===== src/mtoh_pkg.sv =====
package mtoh_pkg;

   // Stack walk limit
   localparam int MaxLabels = 4;
   localparam int CountW    = 4;
   localparam logic [CountW-1:0] CountMax = '1;

   // Queue between parser and header checker
   localparam int QueueDepth = 4;
   localparam int QueuePtrW  = (QueueDepth > 1) ? $clog2(QueueDepth) : 1;
   localparam int QueueCntW  = $clog2(QueueDepth + 1);

   localparam logic [19:0] GalId = 20'd13;

   // Configuration register indexes
   localparam logic [1:0] CsrChannelType     = 2'd0;
   localparam logic [1:0] CsrExpectedVersion = 2'd1;
   localparam logic [1:0] CsrWithdrawOpcode  = 2'd2;
   localparam logic [1:0] CsrWithdrawChannel = 2'd3;

   localparam logic [15:0] ChannelTypeReset = 16'h8902;

   // Result status codes
   localparam logic [2:0] StOk        = 3'd0;
   localparam logic [2:0] StChannel   = 3'd1;
   localparam logic [2:0] StVersion   = 3'd2;
   localparam logic [2:0] StTlvOffset = 3'd3;
   localparam logic [2:0] StFlags     = 3'd4;
   localparam logic [2:0] StOpcode    = 3'd5;
   localparam logic [2:0] StTruncated = 3'd6;

   // Service kinds
   localparam logic [1:0] KindNone    = 2'd0;
   localparam logic [1:0] KindSection = 2'd1;
   localparam logic [1:0] KindLsp     = 2'd2;
   localparam logic [1:0] KindPw      = 2'd3;

   // Y.1731 opcodes
   localparam logic [7:0] OpCcm = 8'd1;
   localparam logic [7:0] OpLbr = 8'd2;
   localparam logic [7:0] OpLbm = 8'd3;
   localparam logic [7:0] OpAps = 8'd39;
   localparam logic [7:0] OpLmr = 8'd42;
   localparam logic [7:0] OpLmm = 8'd43;
   localparam logic [7:0] Op1dm = 8'd45;
   localparam logic [7:0] OpDmr = 8'd46;
   localparam logic [7:0] OpDmm = 8'd47;
   localparam logic [7:0] OpCsf = 8'd52;

   typedef enum logic [2:0] {
      PhaseIdle,
      PhaseLabels,
      PhaseAch,
      PhaseHdr,
      PhaseDrain
   } phase_type;

   typedef struct packed {
      logic [15:0] ach_channel;
      logic [4:0]  expected_version;
      logic [7:0]  withdraw_opcode;
      logic [15:0] withdraw_channel;
   } cfg_type;

   // One pending result between parser and checker
   typedef struct packed {
      logic        chk;
      logic [2:0]  status;
      logic [1:0]  kind;
      logic [31:0] svc_word;
      logic [19:0] outer;
      logic [2:0]  count;
      logic [31:0] hdr;
   } entry_type;

   typedef struct packed {
      logic [2:0]  status;
      logic [1:0]  svc_kind;
      logic [19:0] svc_label;
      logic [2:0]  service_tc;
      logic [7:0]  service_ttl;
      logic [19:0] outer_lbl;
      logic [2:0]  label_count;
      logic [2:0]  level;
      logic [7:0]  opcode;
      logic [7:0]  flags;
   } rsp_type;

   function automatic logic [2:0] sat_count(logic [CountW-1:0] cnt);
      logic [2:0] res;
      if (cnt > CountW'(7)) res = 3'd7;
      else res = cnt[2:0];
      return res;
   endfunction

   function automatic logic [2:0] check_header(logic [31:0] hdr, logic [4:0] exp_ver,
                                               logic [7:0] wd_op);
      logic [4:0] ver;
      logic [7:0] op;
      logic [7:0] fl;
      logic [7:0] off;
      logic [7:0] need;
      logic       zero_flags;
      logic       rule;
      logic [2:0] res;
      ver        = hdr[28:24];
      op         = hdr[23:16];
      fl         = hdr[15:8];
      off        = hdr[7:0];
      need       = 8'd0;
      zero_flags = 1'b0;
      rule       = 1'b1;
      res        = StOk;
      case (op)
         OpCcm: need = 8'd70;
         OpLbr, OpLbm: begin
            need = 8'd4;
            zero_flags = 1'b1;
         end
         OpAps: need = 8'd4;
         OpLmr, OpLmm: begin
            need = 8'd12;
            zero_flags = 1'b1;
         end
         Op1dm: begin
            need = 8'd16;
            zero_flags = 1'b1;
         end
         OpDmr, OpDmm: begin
            need = 8'd32;
            zero_flags = 1'b1;
         end
         OpCsf: rule = 1'b0;
         default: begin
            rule = 1'b0;
            res = (op == wd_op) ? StOk : StOpcode;
         end
      endcase
      if (ver != exp_ver) res = StVersion;
      else if (rule && off != need) res = StTlvOffset;
      else if (rule && zero_flags && fl != 8'd0) res = StFlags;
      return res;
   endfunction

endpackage


===== src/mtoh_front.sv =====
module mtoh_front
   import mtoh_pkg::*;
(
   input  logic        clock,
   input  logic        reset,
   input  cfg_type     cfg,
   input  logic        req_valid,
   output logic        req_ready,
   input  logic [31:0] req_packet_word,
   input  logic        req_first_word,
   input  logic        req_last_word,
   input  logic        req_labels_skipped,
   input  logic        queue_full,
   output logic        push,
   output entry_type   push_entry
);

   phase_type         phase_ff, phase_in, phase_mid;
   logic [31:0]       held_ff, held_in;
   logic [CountW-1:0] count_ff, count_in;
   logic [19:0]       outer_ff, outer_in;
   logic [31:0]       svc_ff, svc_in;
   logic [1:0]        kind_ff, kind_in;

   logic              accept;
   logic [31:0]       w;
   logic              held_bottom;
   logic              held_gal, lsp_hit, pw_hit, ach_ok, stop;
   logic [CountW-1:0] count_inc;
   logic              emit_main, chk, early_end;
   logic [2:0]        status;

   assign req_ready = !queue_full;
   assign accept    = req_valid && req_ready;
   assign w         = req_packet_word;

   assign held_bottom = held_ff[8];
   assign held_gal    = held_ff[31:12] == GalId;
   assign lsp_hit     = !held_bottom && w[31:12] == GalId;
   assign pw_hit      = held_bottom && w[31:28] == 4'h1;
   assign ach_ok      = w[15:0] == cfg.ach_channel;
   assign count_inc   = (count_ff == CountMax) ? count_ff : count_ff + 1'b1;
   assign stop        = held_bottom || (count_inc > CountW'(MaxLabels));

   // Next state
   always_comb begin
      phase_mid = phase_ff;
      if (accept) begin
         if (req_first_word) begin
            if (req_labels_skipped) phase_mid = ach_ok ? PhaseHdr : PhaseDrain;
            else phase_mid = PhaseLabels;
         end else begin
            case (phase_ff)
               PhaseLabels: begin
                  if (held_gal || pw_hit) phase_mid = ach_ok ? PhaseHdr : PhaseDrain;
                  else if (lsp_hit) phase_mid = PhaseAch;
                  else if (stop) phase_mid = PhaseAch;
               end
               PhaseAch: phase_mid = ach_ok ? PhaseHdr : PhaseDrain;
               PhaseHdr: phase_mid = PhaseDrain;
               default: phase_mid = phase_ff;
            endcase
         end
      end
      phase_in = (accept && req_last_word) ? PhaseIdle : phase_mid;
   end

   // Packet context and result push
   always_comb begin
      held_in   = held_ff;
      count_in  = count_ff;
      outer_in  = outer_ff;
      svc_in    = svc_ff;
      kind_in   = kind_ff;
      emit_main = 1'b0;
      chk       = 1'b0;
      status    = StOk;
      if (accept) begin
         if (req_first_word) begin
            held_in  = '0;
            count_in = '0;
            outer_in = '0;
            svc_in   = '0;
            kind_in  = KindNone;
            if (req_labels_skipped) begin
               if (!ach_ok) begin
                  emit_main = 1'b1;
                  status    = StChannel;
               end
            end else begin
               held_in  = w;
               count_in = CountW'(1);
            end
         end else begin
            case (phase_ff)
               PhaseLabels: begin
                  if (held_gal) begin
                     svc_in  = held_ff;
                     kind_in = KindSection;
                     if (!ach_ok) begin
                        emit_main = 1'b1;
                        status    = StChannel;
                     end
                  end else if (lsp_hit) begin
                     svc_in  = held_ff;
                     kind_in = KindLsp;
                  end else if (pw_hit) begin
                     svc_in  = held_ff;
                     kind_in = (w[15:0] == cfg.withdraw_channel) ? KindNone : KindPw;
                     if (!ach_ok) begin
                        emit_main = 1'b1;
                        status    = StChannel;
                     end
                  end else begin
                     count_in = count_inc;
                     outer_in = held_ff[31:12];
                     held_in  = w;
                  end
               end
               PhaseAch: begin
                  if (!ach_ok) begin
                     emit_main = 1'b1;
                     status    = StChannel;
                  end
               end
               PhaseHdr: begin
                  emit_main = 1'b1;
                  chk       = 1'b1;
               end
               default: emit_main = 1'b0;
            endcase
         end
      end
   end

   // Packet ends before the header word
   assign early_end = accept && req_last_word && !emit_main &&
                      (phase_mid == PhaseLabels || phase_mid == PhaseAch ||
                       phase_mid == PhaseHdr);

   assign push = emit_main || early_end;

   always_comb begin
      push_entry.chk      = chk;
      push_entry.status   = emit_main ? status : StTruncated;
      push_entry.kind     = kind_in;
      push_entry.svc_word = svc_in;
      push_entry.outer    = outer_in;
      push_entry.count    = sat_count(count_in);
      push_entry.hdr      = chk ? w : 32'd0;
   end

   always_ff @(posedge clock) begin
      if (reset) begin
         phase_ff <= PhaseIdle;
         held_ff  <= '0;
         count_ff <= '0;
         outer_ff <= '0;
         svc_ff   <= '0;
         kind_ff  <= KindNone;
      end else begin
         phase_ff <= phase_in;
         held_ff  <= held_in;
         count_ff <= count_in;
         outer_ff <= outer_in;
         svc_ff   <= svc_in;
         kind_ff  <= kind_in;
      end
   end

endmodule


===== src/mtoh_queue.sv =====
module mtoh_queue
   import mtoh_pkg::*;
(
   input  logic      clock,
   input  logic      reset,
   input  logic      push,
   input  entry_type push_entry,
   output logic      full,
   input  logic      pop,
   output logic      head_valid,
   output entry_type head_entry
);

   entry_type              entries_ff [QueueDepth];
   logic [QueuePtrW-1:0]   wr_ptr_ff, wr_ptr_in;
   logic [QueuePtrW-1:0]   rd_ptr_ff, rd_ptr_in;
   logic [QueueCntW-1:0]   count_ff, count_in;

   function automatic logic [QueuePtrW-1:0] ptr_next(logic [QueuePtrW-1:0] p);
      logic [QueuePtrW-1:0] res;
      if (p == QueuePtrW'(QueueDepth - 1)) res = '0;
      else res = p + 1'b1;
      return res;
   endfunction

   assign full       = count_ff == QueueCntW'(QueueDepth);
   assign head_valid = count_ff != '0;
   assign head_entry = entries_ff[rd_ptr_ff];

   always_comb begin
      wr_ptr_in = push ? ptr_next(wr_ptr_ff) : wr_ptr_ff;
      rd_ptr_in = pop ? ptr_next(rd_ptr_ff) : rd_ptr_ff;
      count_in  = count_ff;
      if (push && !pop) count_in = count_ff + 1'b1;
      else if (pop && !push) count_in = count_ff - 1'b1;
   end

   always_ff @(posedge clock) begin
      if (push) entries_ff[wr_ptr_ff] <= push_entry;
   end

   always_ff @(posedge clock) begin
      if (reset) begin
         wr_ptr_ff <= '0;
         rd_ptr_ff <= '0;
         count_ff  <= '0;
      end else begin
         wr_ptr_ff <= wr_ptr_in;
         rd_ptr_ff <= rd_ptr_in;
         count_ff  <= count_in;
      end
   end

`ifndef SYNTHESIS
   a_count_bound: assert property (@(posedge clock) disable iff (reset)
      count_ff <= QueueCntW'(QueueDepth))
      else $error("queue count beyond depth");

   a_no_push_full: assert property (@(posedge clock) disable iff (reset)
      push |-> !full)
      else $error("push into full queue");

   a_no_pop_empty: assert property (@(posedge clock) disable iff (reset)
      pop |-> head_valid)
      else $error("pop from empty queue");

   a_reset_empty: assert property (@(posedge clock)
      reset |=> (count_ff == '0 && wr_ptr_ff == rd_ptr_ff))
      else $error("queue not empty after reset");
`endif

endmodule


===== src/mtoh_back.sv =====
module mtoh_back
   import mtoh_pkg::*;
(
   input  logic      clock,
   input  logic      reset,
   input  cfg_type   cfg,
   input  logic      head_valid,
   input  entry_type head_entry,
   output logic      pop,
   output logic      rsp_valid,
   input  logic      rsp_ready,
   output rsp_type   rsp
);

   logic    rsp_valid_ff, rsp_valid_in;
   rsp_type rsp_ff, rsp_in;

   // Advance when the output register is free or being taken this cycle
   assign pop = head_valid && (!rsp_valid_ff || rsp_ready);

   always_comb begin
      rsp_in.status        = head_entry.chk ?
                             check_header(head_entry.hdr, cfg.expected_version,
                                          cfg.withdraw_opcode) :
                             head_entry.status;
      rsp_in.svc_kind      = head_entry.kind;
      rsp_in.svc_label     = head_entry.svc_word[31:12];
      rsp_in.service_tc    = head_entry.svc_word[11:9];
      rsp_in.service_ttl   = head_entry.svc_word[7:0];
      rsp_in.outer_lbl     = head_entry.outer;
      rsp_in.label_count   = head_entry.count;
      rsp_in.level         = head_entry.hdr[31:29];
      rsp_in.opcode        = head_entry.hdr[23:16];
      rsp_in.flags         = head_entry.hdr[15:8];
      if (pop) rsp_valid_in = 1'b1;
      else if (rsp_ready) rsp_valid_in = 1'b0;
      else rsp_valid_in = rsp_valid_ff;
   end

   always_ff @(posedge clock) begin
      if (pop) rsp_ff <= rsp_in;
   end

   always_ff @(posedge clock) begin
      if (reset) rsp_valid_ff <= 1'b0;
      else rsp_valid_ff <= rsp_valid_in;
   end

   assign rsp_valid = rsp_valid_ff;
   assign rsp       = rsp_ff;

endmodule


===== src/mpls_tp_oam_header_parser.sv =====
// One word accepted per cycle; req_ready drops only while the 4-entry result queue is full.
// A decided result is written into the result queue, then into the output register.
// At most one result per packet; checker drains one result per cycle unless output stalls.
// Synchronous active-high reset clears parser state, queue pointers and rsp_valid,
// and loads the configuration registers with their defaults.
module mpls_tp_oam_header_parser
   import mtoh_pkg::*;
(
   input  logic        clock,
   input  logic        reset,
   input  logic        csr_wr_en,
   input  logic [1:0]  csr_index,
   input  logic [15:0] csr_wdata,
   input  logic        req_valid,
   output logic        req_ready,
   input  logic [31:0] req_packet_word,
   input  logic        req_first_word,
   input  logic        req_last_word,
   input  logic        req_labels_skipped,
   output logic        rsp_valid,
   input  logic        rsp_ready,
   output logic [2:0]  rsp_status,
   output logic [1:0]  rsp_svc_kind,
   output logic [19:0] rsp_svc_label,
   output logic [2:0]  rsp_service_tc,
   output logic [7:0]  rsp_service_ttl,
   output logic [19:0] rsp_outer_lbl,
   output logic [2:0]  rsp_label_count,
   output logic [2:0]  rsp_level,
   output logic [7:0]  rsp_opcode,
   output logic [7:0]  rsp_flags
);

   cfg_type   cfg_ff, cfg_in;
   logic      queue_full, push, pop, head_valid;
   entry_type push_entry, head_entry;
   rsp_type   rsp;

   always_comb begin
      cfg_in = cfg_ff;
      if (csr_wr_en) begin
         case (csr_index)
            CsrChannelType:     cfg_in.ach_channel      = csr_wdata;
            CsrExpectedVersion: cfg_in.expected_version = csr_wdata[4:0];
            CsrWithdrawOpcode:  cfg_in.withdraw_opcode  = csr_wdata[7:0];
            CsrWithdrawChannel: cfg_in.withdraw_channel = csr_wdata;
            default:            cfg_in = cfg_ff;
         endcase
      end
   end

   always_ff @(posedge clock) begin
      if (reset) begin
         cfg_ff.ach_channel      <= ChannelTypeReset;
         cfg_ff.expected_version <= '0;
         cfg_ff.withdraw_opcode  <= '0;
         cfg_ff.withdraw_channel <= '0;
      end else begin
         cfg_ff <= cfg_in;
      end
   end

   mtoh_front u_front (
      .clock              (clock),
      .reset              (reset),
      .cfg                (cfg_ff),
      .req_valid          (req_valid),
      .req_ready          (req_ready),
      .req_packet_word    (req_packet_word),
      .req_first_word     (req_first_word),
      .req_last_word      (req_last_word),
      .req_labels_skipped (req_labels_skipped),
      .queue_full         (queue_full),
      .push               (push),
      .push_entry         (push_entry)
   );

   mtoh_queue u_queue (
      .clock      (clock),
      .reset      (reset),
      .push       (push),
      .push_entry (push_entry),
      .full       (queue_full),
      .pop        (pop),
      .head_valid (head_valid),
      .head_entry (head_entry)
   );

   mtoh_back u_back (
      .clock      (clock),
      .reset      (reset),
      .cfg        (cfg_ff),
      .head_valid (head_valid),
      .head_entry (head_entry),
      .pop        (pop),
      .rsp_valid  (rsp_valid),
      .rsp_ready  (rsp_ready),
      .rsp        (rsp)
   );

   assign rsp_status        = rsp.status;
   assign rsp_svc_kind      = rsp.svc_kind;
   assign rsp_svc_label     = rsp.svc_label;
   assign rsp_service_tc    = rsp.service_tc;
   assign rsp_service_ttl   = rsp.service_ttl;
   assign rsp_outer_lbl     = rsp.outer_lbl;
   assign rsp_label_count   = rsp.label_count;
   assign rsp_level         = rsp.level;
   assign rsp_opcode        = rsp.opcode;
   assign rsp_flags         = rsp.flags;

endmodule

===== config.mk =====
export PLATFORM = sky130hd
export DESIGN_NAME = mpls_tp_oam_header_parser
export DESIGN_NICKNAME = d
export VERILOG_FILES = /design/src/mtoh_pkg.sv /design/src/mtoh_front.sv /design/src/mtoh_queue.sv /design/src/mtoh_back.sv /design/src/mpls_tp_oam_header_parser.sv
export SDC_FILE = /design/constraint.sdc
export NUM_CORES = 1
export LEC_CHECK = 0
export ABC_AREA = 1
export BUFFER_PORTS_ARGS = -buffer_cell sky130_fd_sc_hd__buf_2
export CORE_ASPECT_RATIO = 1.25
export CORE_MARGIN = 3
export CORE_UTILIZATION = 40
export DETAILED_ROUTE_END_ITERATION = 12
export GPL_ROUTABILITY_DRIVEN = 0
export GPL_TIMING_DRIVEN = 0
export PLACE_DENSITY_LB_ADDON = 0.3
export RECOVER_POWER = 50
export SYNTH_ARGS = -nofsm -noshare
export SYNTH_HDL_FRONTEND = slang
export SYNTH_SLANG_ARGS = --single-unit

===== constraint.sdc =====
create_clock -name clock -period 6.5 [get_ports clock]
set_input_delay 0.975 -clock clock [delete_from_list [all_inputs] [get_ports clock]]
set_output_delay 0.975 -clock clock [all_outputs]
set_load 0.01 [all_outputs]

==> results by group <==
Place
  • Half-perimeter wire length of the detailed placement result: between 40 and 50 mm
  • Count of port buffers added during placement: about 140
  • Placed Area: 25600 µm²

Global routing
  • Overall Global Routing Usage: 19.9%
  • Number of antenna violations at the first check in global routing: 2
  • Overflow left after global routing: 0
  • Vias in the first global route: between 15000 and 20000
  • Maximum number of pins on one net before global-route repair: 29
  • Wire length of the first global-routing pass: approximately 95 mm

Route
  • Final wirelength: between 60 and 70 mm
  • Number of DRC markers in iteration 0: between 1000 and 1500
  • Detail-routed via count per cell: 5.29
  • Average wire per cell in the routed design: between 20 and 25 µm
  • Antenna Nets Post-Route: 0
  • 1st-pass router iterations: 5
  • Total number of vias: about 17000
  • Number of DRC violations after detailed routing: 0

Power
  • P_sw: about 3.6 mW
  • Leakage component of the power: 9.94 nW
  • Power density over the cells: 403 nW/µm²
  • Comb power frac: approximately a quarter
  • Fraction of power consumed by sequential logic: 44.7%
  • Maximum vdd ir drop: 249 µV
  • Clk network pwr share: 29.3%
  • Total internal power: 7.30 mW
  • Overall power after layout: 10.9 mW
  • Switching share of power: 32.9%

Layout
  • Area added between synthesis and finish: 15.0%
  • Final core utilization: between 40% and 50%
  • Fill count: 5306
  • Top library cells by usage in the layout, fill and taps aside: sky130_fd_sc_hd__edfxtp_1, sky130_fd_sc_hd__nor2_1, sky130_fd_sc_hd__nand2_1
  • Finished layout cell area: between 20000 and 30000 µm²
  • Most frequent standard cell in the layout excluding fill and tap cells: sky130_fd_sc_hd__edfxtp_1
  • Total Nets Final: between 2000 and 2500
  • Number of inserted diodes: 0
  • Share of cells above drive strength 1: under 10%

STA
  • Unrepaired setup endpoints after global routing: false
  • Minimum clock period: 4.34 ns
  • Share of the clock period used by the worst path: 66.8%
  • Tightest slew margin relative to the limit: -28.1%
  • Worst-case clock skew: 0.0188 ns
  • Final setup fails: 0
  • Upper clock frequency limit: 0.230 GHz
  • Slew at the pin with the worst max-slew slack: 1.91 ns
  • Pins over their slew limit: 45
  • Aggregate negative setup slack: 0 ns
  • Hold Fails Final Rpt: 0

Clock network
  • Number of sinks driven by the clock tree: a little under 600
  • Clock slew at the register clock pins of the worst setup and hold paths: 0.06 ns
  • Number of CTS-inserted buffers: 56
  • Count of instances resized after the clock tree is built: 0
  • Root buffer selected by CTS: sky130_fd_sc_hd__clkbuf_16
  • CTS Buffer Depth: 3
  • Total of hold buffers inserted after clock tree synthesis: 0
  • Latest clock arrival within the worst-skew pair: 0.62 ns
  • Buffers inserted during post-CTS setup optimization: 0
  • Clock tree from TritonCTS: done
  • Max H-tree Level: 2

Logic synthesis
  • Seq/Total Area, Yosys: between 60 and 70%
  • Number of enable-type register cells in the synthesized netlist: ~440
  • Async SR Flop Fraction: 0%
  • Average cell area after synthesis: roughly 11 µm²
  • Library cells used by synthesis: 45
  • Post-synthesis net count: about 2200
  • Commonest register cell after synthesis: sky130_fd_sc_hd__edfxtp_1
  • Post-synthesis instance area: 23500 µm²
  • Cell count after synthesis: 2137
  • Synthesized flop and latch total: 589
  • Count of warnings emitted by yosys: 0

Worst setup path
  • Kind of end point of the critical path: flip-flop
  • R2R cell count: 4
  • Endpoint required time on the critical path: slightly below 7 ns
  • Largest fanout on the critical path: 10
  • Data arrival time of the critical path: between 4 and 5 ns
  • R2R Setup Slk: 2.20 ns
  • Launch instance of the worst register-to-register path: u_queue.count_ff[0]$_SDFFE_PP0P_
  • Critical Setup Path Class: input pin to flip-flop
  • Element type at the critical path start: input pin
  • Worst setup path startpoint: req_packet_word[15]
  • Capturing point of the worst reg2reg path: u_back.rsp[22]$_DFFE_PP_
  • CP Capture Point: u_queue.entries_ff[3][37]$_DFFE_PP_

Min path
  • Worst min-delay path category: flip-flop to flip-flop

Status
  • Violated checks: max-capacitance violations, max-slew violations
  • Outcome: finished with violations

Floorplan
  • Top-Level Pins: between 100 and 150
  • Initial Util: 40.8%
  • Area of the core: 57600 µm²
  • Die width: 223 µm
  • Y dimension of the die: between 200 and 300 µm
  • Row count: 98
  • Die Area: 61700 µm²

Run
  • Max-cap check violation count: 3
## per-stage QoR
| stage | instances | setup WS, ns | hold WS (ns) |
|---|---|---|---|
| global placement | 3022 | -4.03 | 0.453 |
| finish | 3145 | 2.16 | 0.465 |
| global route | 3145 | 1.64 | 0.488 |
| detailed placement | 3040 | 2.17 | 0.455 |
| floorplan | 2137 | 0.0480 | 0.441 |
| CTS | 3145 | 2.82 | 0.464 |
## area by class of cell
class	instances	area, µm²	area share [%]
sequential	589	16200	60.0
multi-input combinational	1268	6040	22.4
clock buffer	85	1640	6.09
tap	750	938	3.47
timing repair buffer	153	935	3.46
inverter	172	647	2.39
buffer	108	435	1.61
clock inverter	20	160	0.593
## power by group through the flow
stage	Sequential, mW	Clock [mW]	Combinational (mW)
CTS	4.86	3.25	3.06
global route	4.92	3.39	3.12
global placement	5.04	0	2.84
floorplan	5.12	0	1.57
finish	4.87	3.19	2.83
detailed placement	4.93	0	3.04
## how the worst min path moves through the flow
stage / startpoint / endpoint / slack [ns] / cells past startpoint
floorplan: u_front.held_ff[2]$_SDFFE_PP0P_ / u_front.held_ff[2]$_SDFFE_PP0P_ / 0.44 / 2
global placement: cfg_ff[41]$_SDFFE_PP0P_ / cfg_ff[41]$_SDFFE_PP0P_ / 0.45 / 2
detailed placement: u_front.held_ff[0]$_SDFFE_PP0P_ / u_front.held_ff[0]$_SDFFE_PP0P_ / 0.46 / 2
CTS: u_front.held_ff[0]$_SDFFE_PP0P_ / u_front.held_ff[0]$_SDFFE_PP0P_ / 0.46 / 2
global route: u_front.held_ff[0]$_SDFFE_PP0P_ / u_front.held_ff[0]$_SDFFE_PP0P_ / 0.49 / 2
finish: u_front.held_ff[0]$_SDFFE_PP0P_ / u_front.held_ff[0]$_SDFFE_PP0P_ / 0.46 / 2
## metal layers
| metal | up-vias | routed length (µm) | GRT usage (%) |
|---|---|---|---|
| met1 | 8056 | 26200 | 25.0 |
| met4 | 4 | 2120 | 6.85 |
| met5 | - | 27 | 0 |
| met3 | 116 | 4030 | 3.82 |
| met2 | 620 | 31300 | 34.5 |
| li1 | 7826 | - | - |
## critical path: stages
cell and delay, ns:
sky130_fd_sc_hd__clkbuf_1 0.24, sky130_fd_sc_hd__inv_1 0.21, sky130_fd_sc_hd__nor2_1 0.13, sky130_fd_sc_hd__nand2_1 0.06
sky130_fd_sc_hd__nor2_1 0.21, sky130_fd_sc_hd__nand3_1 0.23, sky130_fd_sc_hd__nand2_1 0.14, sky130_fd_sc_hd__nor2_1 0.10
sky130_fd_sc_hd__o21ai_0 1.00, sky130_fd_sc_hd__clkinv_1 0.49, sky130_fd_sc_hd__clkbuf_1 0.34, sky130_fd_sc_hd__o22ai_1 0.54
## registers in the layout, indices dropped and copies added (netlist names), named ones only
signal and count:
u_queue.entries_ff 364, u_back.rsp 78, cfg_ff 45, u_front.held_ff 32, u_front.svc_ff 31, u_front.outer_ff 20
u_front.count_ff 4, u_front.phase_ff 3, u_queue.count_ff 3, u_front.kind_ff 2, u_queue.rd_ptr_ff 2, u_queue.wr_ptr_ff 2
u_back.rsp_valid 1
## kinds of logic (layout without fill, tap and decap cells)
kind of cell / count (synthesis) / count (layout) / share of synthesized area [%]
XOR/XNOR: 30 / 30 / 1.12
flip-flops: 589 / 589 / 69.0
adder cells (fa/ha/maj): 8 / 8 / 0.458
AO/OA/AOI/OAI: 477 / 477 / 11.7
AND/OR/NAND/NOR: 753 / 753 / 12.9
buffers and inverters: 280 / 538 / 4.81
## synthesized netlist by cell type, types with 7 or more instances
| library cell | instances | area, µm² |
|---|---|---|
| sky130_fd_sc_hd__a21oi_1 | 114 | 571 |
| sky130_fd_sc_hd__dfxtp_1 | 147 | 2940 |
| sky130_fd_sc_hd__edfxtp_1 | 442 | 13300 |
| sky130_fd_sc_hd__buf_2 | 17 | 85.1 |
| sky130_fd_sc_hd__ha_1 | 7 | 87.6 |
| sky130_fd_sc_hd__o211ai_1 | 20 | 150 |
| sky130_fd_sc_hd__o21ai_1 | 13 | 65.1 |
| sky130_fd_sc_hd__nand3_1 | 64 | 320 |
| sky130_fd_sc_hd__xnor2_1 | 23 | 201 |
| sky130_fd_sc_hd__xor2_1 | 7 | 61.3 |
| sky130_fd_sc_hd__nor2_1 | 349 | 1310 |
| sky130_fd_sc_hd__o21ai_0 | 216 | 1080 |
| sky130_fd_sc_hd__nor3_1 | 9 | 45.0 |
| sky130_fd_sc_hd__buf_1 | 8 | 30.0 |
| sky130_fd_sc_hd__o22ai_2 | 18 | 225 |
| sky130_fd_sc_hd__o22ai_1 | 77 | 482 |
| sky130_fd_sc_hd__nand2_2 | 9 | 56.3 |
| sky130_fd_sc_hd__clkbuf_1 | 74 | 278 |
| sky130_fd_sc_hd__inv_2 | 16 | 60.1 |
| sky130_fd_sc_hd__nand2_1 | 300 | 1130 |
| sky130_fd_sc_hd__inv_1 | 155 | 582 |
No activity file was read; power rests on OpenSTA's default activity.
